## config.mk

```make
export PLATFORM = sky130hd
export DESIGN_NAME = ubx_frame_receiver_top
export DESIGN_NICKNAME = d
export VERILOG_FILES = /design/src/hdl/ubxrx_pkg.sv /design/src/hdl/ubxrx_ram.sv /design/src/hdl/ubxrx_parser.sv /design/src/hdl/ubx_frame_receiver_top.sv
export SDC_FILE = /design/constraint.sdc
export NUM_CORES = 2
export LEC_CHECK = 0
export BUFFER_PORTS_ARGS = -buffer_cell sky130_fd_sc_hd__buf_2
export CAP_MARGIN = 20
export CORE_AREA = 10 10 375 414
export CTS_CLUSTER_SIZE = 25
export DETAILED_ROUTE_END_ITERATION = 16
export DIE_AREA = 0 0 385 424
export PLACE_DENSITY = 0.76
export SLEW_MARGIN = 20
export SYNTH_ARGS = -nofsm -noshare
export SYNTH_HDL_FRONTEND = slang
export SYNTH_SLANG_ARGS = --single-unit
```

## constraint.sdc

```tcl
create_clock -name aclk -period 3.9 [get_ports aclk]
set_input_delay 0.78 -clock aclk [delete_from_list [all_inputs] [get_ports aclk]]
set_output_delay 0.78 -clock aclk [all_outputs]
set_load 0.01 [all_outputs]
```

## src/hdl/ubxrx_pkg.sv

```systemverilog
// Shared types, codes and sizing constants for the binary frame receiver.
package ubxrx_pkg;

    localparam int MAX_PAYLOAD = 255;
    localparam int ADDR_W      = (MAX_PAYLOAD > 1) ? $clog2(MAX_PAYLOAD) : 1;
    localparam int POS_W       = $clog2(MAX_PAYLOAD + 1);

    typedef enum logic [1:0] {
        OP_RECEIVE = 2'd0,
        OP_RELEASE = 2'd1,
        OP_READ    = 2'd2,
        OP_NONE    = 2'd3
    } opcode_t;

    typedef enum logic [2:0] {
        ERR_NONE      = 3'd0,
        ERR_BAD_SYNC2 = 3'd1,
        ERR_OVERRUN   = 3'd2,
        ERR_TOO_LONG  = 3'd3,
        ERR_CK_A      = 3'd4,
        ERR_CK_B      = 3'd5
    } err_code_t;

    typedef enum logic [1:0] {
        CFG_SYNC_FIRST  = 2'd0,
        CFG_SYNC_SECOND = 2'd1
    } cfg_index_t;

    // Result of one step, minus the payload byte, which comes from the buffer.
    typedef struct packed {
        logic       frame_done;
        err_code_t  error_code;
        logic       frame_pending;
        logic [7:0] frame_class;
        logic [7:0] frame_ident;
        logic [7:0] frame_length;
        logic [7:0] overrun_count;
        logic       rd_ok;
    } result_t;

endpackage

```

## src/hdl/ubxrx_ram.sv

```systemverilog
// Generic single-write, single-read RAM with registered read data.
module ubxrx_ram #(
    parameter int WIDTH = 8,
    parameter int DEPTH = 256,
    localparam int AW   = (DEPTH > 1) ? $clog2(DEPTH) : 1
) (
    input  logic             aclk,
    input  logic             wr_en,
    input  logic [AW-1:0]    wr_addr,
    input  logic [WIDTH-1:0] wr_data,
    input  logic             rd_en,
    input  logic [AW-1:0]    rd_addr,
    output logic [WIDTH-1:0] rd_data
);

    logic [WIDTH-1:0] mem [DEPTH];

    always_ff @(posedge aclk) begin
        if (wr_en) begin
            mem[wr_addr] <= wr_data;
        end
        if (rd_en) begin
            rd_data <= mem[rd_addr];
        end
    end

endmodule

```

## src/hdl/ubxrx_parser.sv

```systemverilog
// Frame parser: sync hunt, header capture, Fletcher checksum and pending control.
module ubxrx_parser
    import ubxrx_pkg::*;
(
    input  logic              aclk,
    input  logic              aresetn,
    input  logic              step,
    input  opcode_t           opcode,
    input  logic [7:0]        data_byte,
    input  logic [7:0]        read_index,
    input  logic [7:0]        sync_first,
    input  logic [7:0]        sync_second,
    output result_t           res,
    output logic              wr_en,
    output logic [ADDR_W-1:0] wr_addr,
    output logic [7:0]        wr_data,
    output logic              rd_en,
    output logic [ADDR_W-1:0] rd_addr
);

    typedef enum logic [8:0] {
        PH_HUNT    = 9'b000000001,
        PH_SYNC1   = 9'b000000010,
        PH_SYNC2   = 9'b000000100,
        PH_CLASS   = 9'b000001000,
        PH_IDENT   = 9'b000010000,
        PH_LEN1    = 9'b000100000,
        PH_PAYLOAD = 9'b001000000,
        PH_CKA     = 9'b010000000,
        PH_CKB     = 9'b100000000
    } phase_t;

    phase_t           phase_reg, phase_next;
    logic [7:0]       sum_a_reg, sum_a_next;
    logic [7:0]       sum_b_reg, sum_b_next;
    logic [7:0]       class_reg, class_next;
    logic [7:0]       ident_reg, ident_next;
    logic [15:0]      length_reg, length_next;
    logic [POS_W-1:0] pos_reg, pos_next;
    logic             pending_reg, pending_next;
    logic [7:0]       overrun_reg, overrun_next;

    logic [7:0]       add_a, add_b;
    logic [POS_W-1:0] pos_inc;
    logic [15:0]      len_full;
    logic             receive;
    logic             done;
    err_code_t        err;

    assign receive = (opcode == OP_RECEIVE);
    assign add_a   = sum_a_reg + data_byte;
    assign add_b   = sum_b_reg + add_a;
    assign pos_inc = pos_reg + POS_W'(1);
    assign len_full = {data_byte, length_reg[7:0]};

    always_comb begin
        phase_next   = phase_reg;
        sum_a_next   = sum_a_reg;
        sum_b_next   = sum_b_reg;
        class_next   = class_reg;
        ident_next   = ident_reg;
        length_next  = length_reg;
        pos_next     = pos_reg;
        pending_next = pending_reg;
        overrun_next = overrun_reg;
        done         = 1'b0;
        err          = ERR_NONE;
        wr_en        = 1'b0;

        unique case (opcode)
            OP_RECEIVE: begin
                if (phase_reg != PH_CKA && phase_reg != PH_CKB) begin
                    sum_a_next = add_a;
                    sum_b_next = add_b;
                end
                unique case (phase_reg)
                    PH_HUNT: begin
                        if (data_byte == sync_first) begin
                            phase_next = PH_SYNC1;
                        end
                    end
                    PH_SYNC1: begin
                        if (data_byte != sync_second) begin
                            err        = ERR_BAD_SYNC2;
                            phase_next = PH_HUNT;
                        end else begin
                            sum_a_next = '0;
                            sum_b_next = '0;
                            phase_next = PH_SYNC2;
                        end
                    end
                    PH_SYNC2: begin
                        // drop the new frame while one is still held
                        if (pending_reg) begin
                            overrun_next = overrun_reg + 8'd1;
                            err          = ERR_OVERRUN;
                            phase_next   = PH_HUNT;
                        end else begin
                            class_next = data_byte;
                            phase_next = PH_CLASS;
                        end
                    end
                    PH_CLASS: begin
                        ident_next = data_byte;
                        phase_next = PH_IDENT;
                    end
                    PH_IDENT: begin
                        length_next = {8'd0, data_byte};
                        phase_next  = PH_LEN1;
                    end
                    PH_LEN1: begin
                        length_next = len_full;
                        if (len_full > 16'(MAX_PAYLOAD)) begin
                            err        = ERR_TOO_LONG;
                            phase_next = PH_HUNT;
                        end else begin
                            pos_next   = '0;
                            phase_next = (len_full == 16'd0) ? PH_CKA : PH_PAYLOAD;
                        end
                    end
                    PH_PAYLOAD: begin
                        wr_en    = (16'(pos_reg) < 16'(MAX_PAYLOAD));
                        pos_next = pos_inc;
                        if (16'(pos_inc) >= length_reg) begin
                            phase_next = PH_CKA;
                        end
                    end
                    PH_CKA: begin
                        if (data_byte != sum_a_reg) begin
                            err        = ERR_CK_A;
                            phase_next = PH_HUNT;
                        end else begin
                            phase_next = PH_CKB;
                        end
                    end
                    PH_CKB: begin
                        if (data_byte != sum_b_reg) begin
                            err = ERR_CK_B;
                        end else begin
                            pending_next = 1'b1;
                            done         = 1'b1;
                        end
                        phase_next = PH_HUNT;
                    end
                    default: begin
                        phase_next = PH_HUNT;
                    end
                endcase
            end
            OP_RELEASE: begin
                pending_next = 1'b0;
            end
            OP_READ, OP_NONE: begin
            end
            default: begin
            end
        endcase
    end

    assign wr_addr = pos_reg[ADDR_W-1:0];
    assign wr_data = data_byte;
    assign rd_en   = res.rd_ok;
    assign rd_addr = ADDR_W'(read_index);

    always_comb begin
        res.frame_done    = done;
        res.error_code    = err;
        res.frame_pending = pending_next;
        res.frame_class   = class_next;
        res.frame_ident   = ident_next;
        res.frame_length  = length_next[7:0];
        res.overrun_count = overrun_next;
        res.rd_ok         = (opcode == OP_READ) && (16'(read_index) < 16'(MAX_PAYLOAD));
    end

    always_ff @(posedge aclk) begin
        if (!aresetn) begin
            phase_reg   <= PH_HUNT;
            sum_a_reg   <= '0;
            sum_b_reg   <= '0;
            class_reg   <= '0;
            ident_reg   <= '0;
            length_reg  <= '0;
            pos_reg     <= '0;
            pending_reg <= 1'b0;
            overrun_reg <= '0;
        end else if (step) begin
            phase_reg   <= phase_next;
            sum_a_reg   <= sum_a_next;
            sum_b_reg   <= sum_b_next;
            class_reg   <= class_next;
            ident_reg   <= ident_next;
            length_reg  <= length_next;
            pos_reg     <= pos_next;
            pending_reg <= pending_next;
            overrun_reg <= overrun_next;
        end
    end

    a_done_sets_pending: assert property (@(posedge aclk) disable iff (!aresetn)
        step && receive && done |=> pending_reg)
        else $error("completed frame did not set pending");

    a_overrun_counts: assert property (@(posedge aclk) disable iff (!aresetn)
        step && receive && err == ERR_OVERRUN |=> overrun_reg == $past(overrun_reg) + 8'd1)
        else $error("overrun drop not counted");

    a_payload_in_range: assert property (@(posedge aclk) disable iff (!aresetn)
        phase_reg == PH_PAYLOAD |-> 16'(pos_reg) < length_reg)
        else $error("payload position ran past length");

endmodule

```

## src/hdl/ubx_frame_receiver_top.sv

```systemverilog
// Top level of the binary frame receiver: config registers, buffer and output pipeline.
//
// The block takes one item per clock cycle, unless the output stalls, on the s_ channel:
// a received byte, a release of the pending frame, or a read of a payload byte. Each item
// yields one result on the m_ channel via stage one, beside the buffer's registered read
// port, and the output register. Parser state, checksums and header fields update in the
// cycle of the transfer, so results reflect the state after that item. The buffer is not
// cleared at reset; reading a position never written by a frame returns an undefined byte,
// and a read index at or beyond the buffer depth returns zero. Sync bytes are written
// on the cfg_ channel, which is always ready; write them only while no item is in flight.
module ubx_frame_receiver_top
    import ubxrx_pkg::*;
(
    input  logic       aclk,
    input  logic       aresetn,

    input  logic       cfg_valid,
    output logic       cfg_ready,
    input  logic [1:0] cfg_index,
    input  logic [7:0] cfg_data,

    input  logic       s_valid,
    output logic       s_ready,
    input  logic [1:0] s_opcode,
    input  logic [7:0] s_data_byte,
    input  logic [7:0] s_read_index,

    output logic       m_valid,
    input  logic       m_ready,
    output logic       m_frame_done,
    output logic [2:0] m_error_code,
    output logic       m_frame_pending,
    output logic [7:0] m_frame_class,
    output logic [7:0] m_frame_ident,
    output logic [7:0] m_frame_length,
    output logic [7:0] m_overrun_count,
    output logic [7:0] m_read_data
);

    logic [7:0]        sync_first_reg;
    logic [7:0]        sync_second_reg;

    logic              accept;
    logic              out_free;
    logic              st1_adv;
    logic              st1_valid_reg;
    result_t           st1_reg;
    logic              out_valid_reg;
    result_t           out_reg;
    logic [7:0]        out_data_reg;

    result_t           res;
    logic              wr_en;
    logic [ADDR_W-1:0] wr_addr;
    logic [7:0]        wr_data;
    logic              rd_en;
    logic [ADDR_W-1:0] rd_addr;
    logic [7:0]        rd_data;

    assign cfg_ready = 1'b1;

    always_ff @(posedge aclk) begin
        if (!aresetn) begin
            sync_first_reg  <= 8'd181;
            sync_second_reg <= 8'd98;
        end else if (cfg_valid) begin
            priority if (cfg_index == CFG_SYNC_FIRST) begin
                sync_first_reg <= cfg_data;
            end else if (cfg_index == CFG_SYNC_SECOND) begin
                sync_second_reg <= cfg_data;
            end
        end
    end

    // Stage one holds while the output register is full and not taken.
    assign out_free = !out_valid_reg || m_ready;
    assign st1_adv  = st1_valid_reg && out_free;
    assign s_ready  = !st1_valid_reg || out_free;
    assign accept   = s_valid && s_ready;

    ubxrx_parser u_parser (
        .aclk        (aclk),
        .aresetn     (aresetn),
        .step        (accept),
        .opcode      (opcode_t'(s_opcode)),
        .data_byte   (s_data_byte),
        .read_index  (s_read_index),
        .sync_first  (sync_first_reg),
        .sync_second (sync_second_reg),
        .res         (res),
        .wr_en       (wr_en),
        .wr_addr     (wr_addr),
        .wr_data     (wr_data),
        .rd_en       (rd_en),
        .rd_addr     (rd_addr)
    );

    ubxrx_ram #(
        .WIDTH (8),
        .DEPTH (MAX_PAYLOAD)
    ) u_payload_ram (
        .aclk    (aclk),
        .wr_en   (accept && wr_en),
        .wr_addr (wr_addr),
        .wr_data (wr_data),
        .rd_en   (accept && rd_en),
        .rd_addr (rd_addr),
        .rd_data (rd_data)
    );

    always_ff @(posedge aclk) begin
        if (!aresetn) begin
            st1_valid_reg <= 1'b0;
            out_valid_reg <= 1'b0;
        end else begin
            if (accept) begin
                st1_valid_reg <= 1'b1;
            end else if (st1_adv) begin
                st1_valid_reg <= 1'b0;
            end
            if (st1_adv) begin
                out_valid_reg <= 1'b1;
            end else if (m_ready) begin
                out_valid_reg <= 1'b0;
            end
        end
    end

    always_ff @(posedge aclk) begin
        if (accept) begin
            st1_reg <= res;
        end
        if (st1_adv) begin
            out_reg      <= st1_reg;
            out_data_reg <= st1_reg.rd_ok ? rd_data : 8'd0;
        end
    end

    assign m_valid         = out_valid_reg;
    assign m_frame_done    = out_reg.frame_done;
    assign m_error_code    = out_reg.error_code;
    assign m_frame_pending = out_reg.frame_pending;
    assign m_frame_class   = out_reg.frame_class;
    assign m_frame_ident   = out_reg.frame_ident;
    assign m_frame_length  = out_reg.frame_length;
    assign m_overrun_count = out_reg.overrun_count;
    assign m_read_data     = out_data_reg;

    a_accept_fills_stage: assert property (@(posedge aclk) disable iff (!aresetn)
        accept |=> st1_valid_reg)
        else $error("accepted transfer lost before stage one");

    a_stall_blocks_input: assert property (@(posedge aclk) disable iff (!aresetn)
        st1_valid_reg && out_valid_reg && !m_ready |=> st1_valid_reg && $stable(st1_reg))
        else $error("stage one changed while stalled");

    a_done_no_error: assert property (@(posedge aclk) disable iff (!aresetn)
        out_valid_reg && out_reg.frame_done |-> out_reg.error_code == ERR_NONE
            && out_reg.frame_pending)
        else $error("completed frame reported with error or not pending");

endmodule
```

==> impl_metrics.tcl <==
set metrics [dict create \
    drive_gt1_frac 0.284 \
    grt_use_met3 0.0565 \
    synth_seq_area_share 0.754 \
    cts_made_buffers 204 \
    yosys_warnings 0 \
    area_delta_synth_final_pct 14.0 \
    cp_max_fo 23 \
    post-cts-setup-buffers 0 \
    vias 46700 \
    top_usage_layer "met2" \
    synth_cell_types 78 \
    fin_total_pwr_mw 48.0 \
    drc 0 \
    setup_tns_ps 0 \
    synth_cells 4354 \
    peakVddDrop_uv 515 \
    crit_path_cell_trace "nor4_2, nand2_1, nor4_4, and2_1, buf_4, nand3_1, buf_4, nor2_1, buf_4" \
    routed_wl_microns 223000 \
    worstSetupStartpoint "u_parser.phase_reg[8]$_SDFFE_PN0P_" \
    drt_pre_antenna_iters 6 \
    cts_tree "built" \
    finalCritPeriodShare 0.888 \
    power.density_nw_per_um2 482 \
    crit_cells 9 \
    crit_path_end_kind "flop" \
    ys_async_sr_fraction 0 \
    cp_slowest_stage_delay_ps 520 \
    antenna_found_initial 6 \
    hold_violations 0 \
    track_usage 0.274 \
    hold_buffers 0 \
    initial_utilization 0.595 \
    ys.flop_type "edfxtp_1" \
    synth_edf_count 2131 \
    drtIter0Drc 6674 \
    largest_register_ffs 2040 \
    setup_slack_ps 438 \
    fmax_mhz 289 \
    path_delay_family "simple AND/OR/NAND/NOR gates" \
    hpwl_microns 140000 \
    tightest_slew_ps 1220 \
    synth_area_sq_um 87300 \
    dieArea_sq_um 163000 \
    grt_pass1_vias 46900 \
    clock_skew_ps 23.3 \
    cp-endpoint "u_payload_ram.mem[112][1]$_DFFE_PP_" \
    worstPathArrival_ps 4000 \
    met2_usage 0.431 \
    clkSinkCount 2223 \
    fillers 8781 \
    hold_class "in -> reg" \
    h-tree-depth 4 \
    final_core_util 0.678 \
    grt_pass1_wl_microns 326000 \
    ctsLongestPathBuffers 3 \
    cts_root_buffer "clkbuf_16" \
    place.gp.congestion 0.885 \
    reg2reg_to "u_payload_ram.mem[112][1]$_DFFE_PP_" \
    dp_slack_ps 42.6 \
    die_w_microns 385 \
    final_cells 7010 \
    post_cts_resized 0 \
    rsz0062_at_grt "no" \
    die_y_microns 424 \
    rows 148 \
    reg2reg_setup_slack_ps 440 \
    finalMaxSlewViolations 0 \
    setup_viol 0 \
    ant_nets 0 \
    grtUsageMet1 0.374 \
    cp_slowest_cell "nand3_1" \
    fin_crit_ps 3460 \
    viasPerCell 6.67 \
    r2r-start "u_parser.phase_reg[8]$_SDFFE_PN0P_" \
    grt_max_degree 204 \
    pin_count 81 \
    dp_cells 6635 \
    cp_num_buf_inv 3 \
    core_area_sq_um 147000 \
    path_clk_slew_ps 60 \
    overflow 0 \
    crit_top_cell "buf_4" \
    ys_ff_latch 2223 \
    port_buffers 79 \
    worstSkewPairLatency_ps 850 \
    status "completed" \
    r2r_cells 9 \
    p_leak_nw 32.6 \
    cp.required_ps 4440 \
    syn_avg_cell_area_sq_um 20.1 \
    max-cap-violations 0 \
    critPathKind "reg -> reg" \
    syn-num-nets 4416 \
    layout.nets 4953 \
    critPathLaunchType "flop" \
    wl_per_cell_microns 31.8 \
    slew_headroom 0.182 \
]
cells by family after synthesis:
kind of cell    Yosys count  share of synthesized area
other cells               1                  0.0000430
mux                     677                      0.153
flops                  2223                      0.754
buf+inv                 276                     0.0174
fa+ha+maj                29                    0.00433
xor+xnor                 51                    0.00512
simple gates            685                     0.0350
compound gates          412                     0.0316
placed cells by master, fill, tap and decap left out, types with 46 or more instances in the layout:
cell,netlist,final
edfxtp_1,2131,2131
mux4_2,518,518
buf_4,17,457
nor2_1,332,330
clkbuf_16,0,210
nand2_1,165,161
mux2i_1,122,122
a21oi_1,112,112
dfxtp_1,92,92
o21ai_0,69,69
buf_2,56,67
a22oi_1,64,64
clkbuf_1,120,49
clkinv_1,2,46
cell type report:
cell class / instances / area (sq um) / share of cell area
sequential: 2223 / 65800 / 0.661
multi-input combinational: 1855 / 20000 / 0.201
clock buffer: 265 / 5520 / 0.0555
timing repair buffer: 578 / 4780 / 0.0480
tap: 1950 / 2440 / 0.0245
clock inverter: 102 / 831 / 0.00835
inverter: 29 / 109 / 0.00109
antenna: 8 / 20.0 / 0.000201
cell usage after synthesis, drive strengths merged, types with 3 or more instances:
library cell | number | area, sq um
edfxtp | 2131 | 64000
mux4 | 519 | 11700
nor2 | 332 | 1250
nand2 | 165 | 619
buf | 127 | 960
mux2i | 122 | 1220
clkbuf | 120 | 450
a21oi | 112 | 561
dfxtp | 92 | 1840
o21ai | 76 | 380
a22oi | 64 | 480
a221oi | 46 | 409
nand3 | 39 | 195
mux2 | 36 | 405
xor2 | 36 | 315
a22o | 27 | 236
ha | 27 | 338
inv | 27 | 101
nor3 | 26 | 130
nor2b | 21 | 131
and2 | 19 | 119
nand4 | 16 | 100
xnor2 | 15 | 131
a211oi | 14 | 105
nand2b | 13 | 81.3
nor4 | 13 | 124
a31oi | 11 | 68.8
o22ai | 8 | 50.1
nand3b | 7 | 52.6
o211a | 7 | 70.1
a21o | 6 | 45.0
and3 | 6 | 37.5
o211ai | 6 | 45.0
o221ai | 6 | 52.6
or4 | 6 | 45.0
nand4b | 5 | 43.8
or2 | 5 | 31.3
o21a | 4 | 30.0
or3 | 4 | 25.0
a311oi | 3 | 26.3
a31o | 3 | 26.3
worst min-delay path by stage:
stage | end | startpoint | depth (start not counted)
3_3_place_gp | m_overrun_count[3]$_DFFE_PP_ | st1_reg[4]$_DFFE_PP_ | 0
2_1_floorplan | m_error_code[0]$_DFFE_PP_ | st1_reg[34]$_SDFFCE_PN0P_ | 0
6_report | sync_second_reg[5]$_SDFFE_PN1P_ | cfg_data[5] | 3
4_1_cts | sync_first_reg[4]$_SDFFE_PN1P_ | cfg_data[4] | 3
3_5_place_dp | m_frame_length[5]$_DFFE_PP_ | st1_reg[14]$_DFFE_PP_ | 0
5_1_grt | sync_first_reg[4]$_SDFFE_PN1P_ | cfg_data[4] | 3
per-layer routing:
metal	wire, microns	share of wire	vias up
met3	24600	0.11	504
met1	79600	0.36	24100
met5	0	0	-
met4	9730	0.044	0
li1	-	-	18900
met2	109000	0.49	3212
worst reg2reg max path: cells and delay by family, from the launching register on:
family / cells / cell delay, ps
AND/OR/NAND/NOR: 6 / 1930
flip-flops: 1 / 380
buffers and inverters: 3 / 870
stage by stage:
step	hold slack [ps]	instance area (sq um)
after floorplan	400	87300
after global placement	404	93100
after detailed placement	405	93200
after CTS	139	99500
after global routing	175	99500
final	185	99500
where the power goes:
group | internal [mW] | leakage [nW] | total [mW] | switching, mW
Clock | 10.7 | 3.08 | 19.2 | 8.49
Sequential | 26.2 | 20.0 | 26.2 | 0.0310
Combinational | 0.975 | 9.52 | 2.54 | 1.57
(Power assumes the default switching activity.)
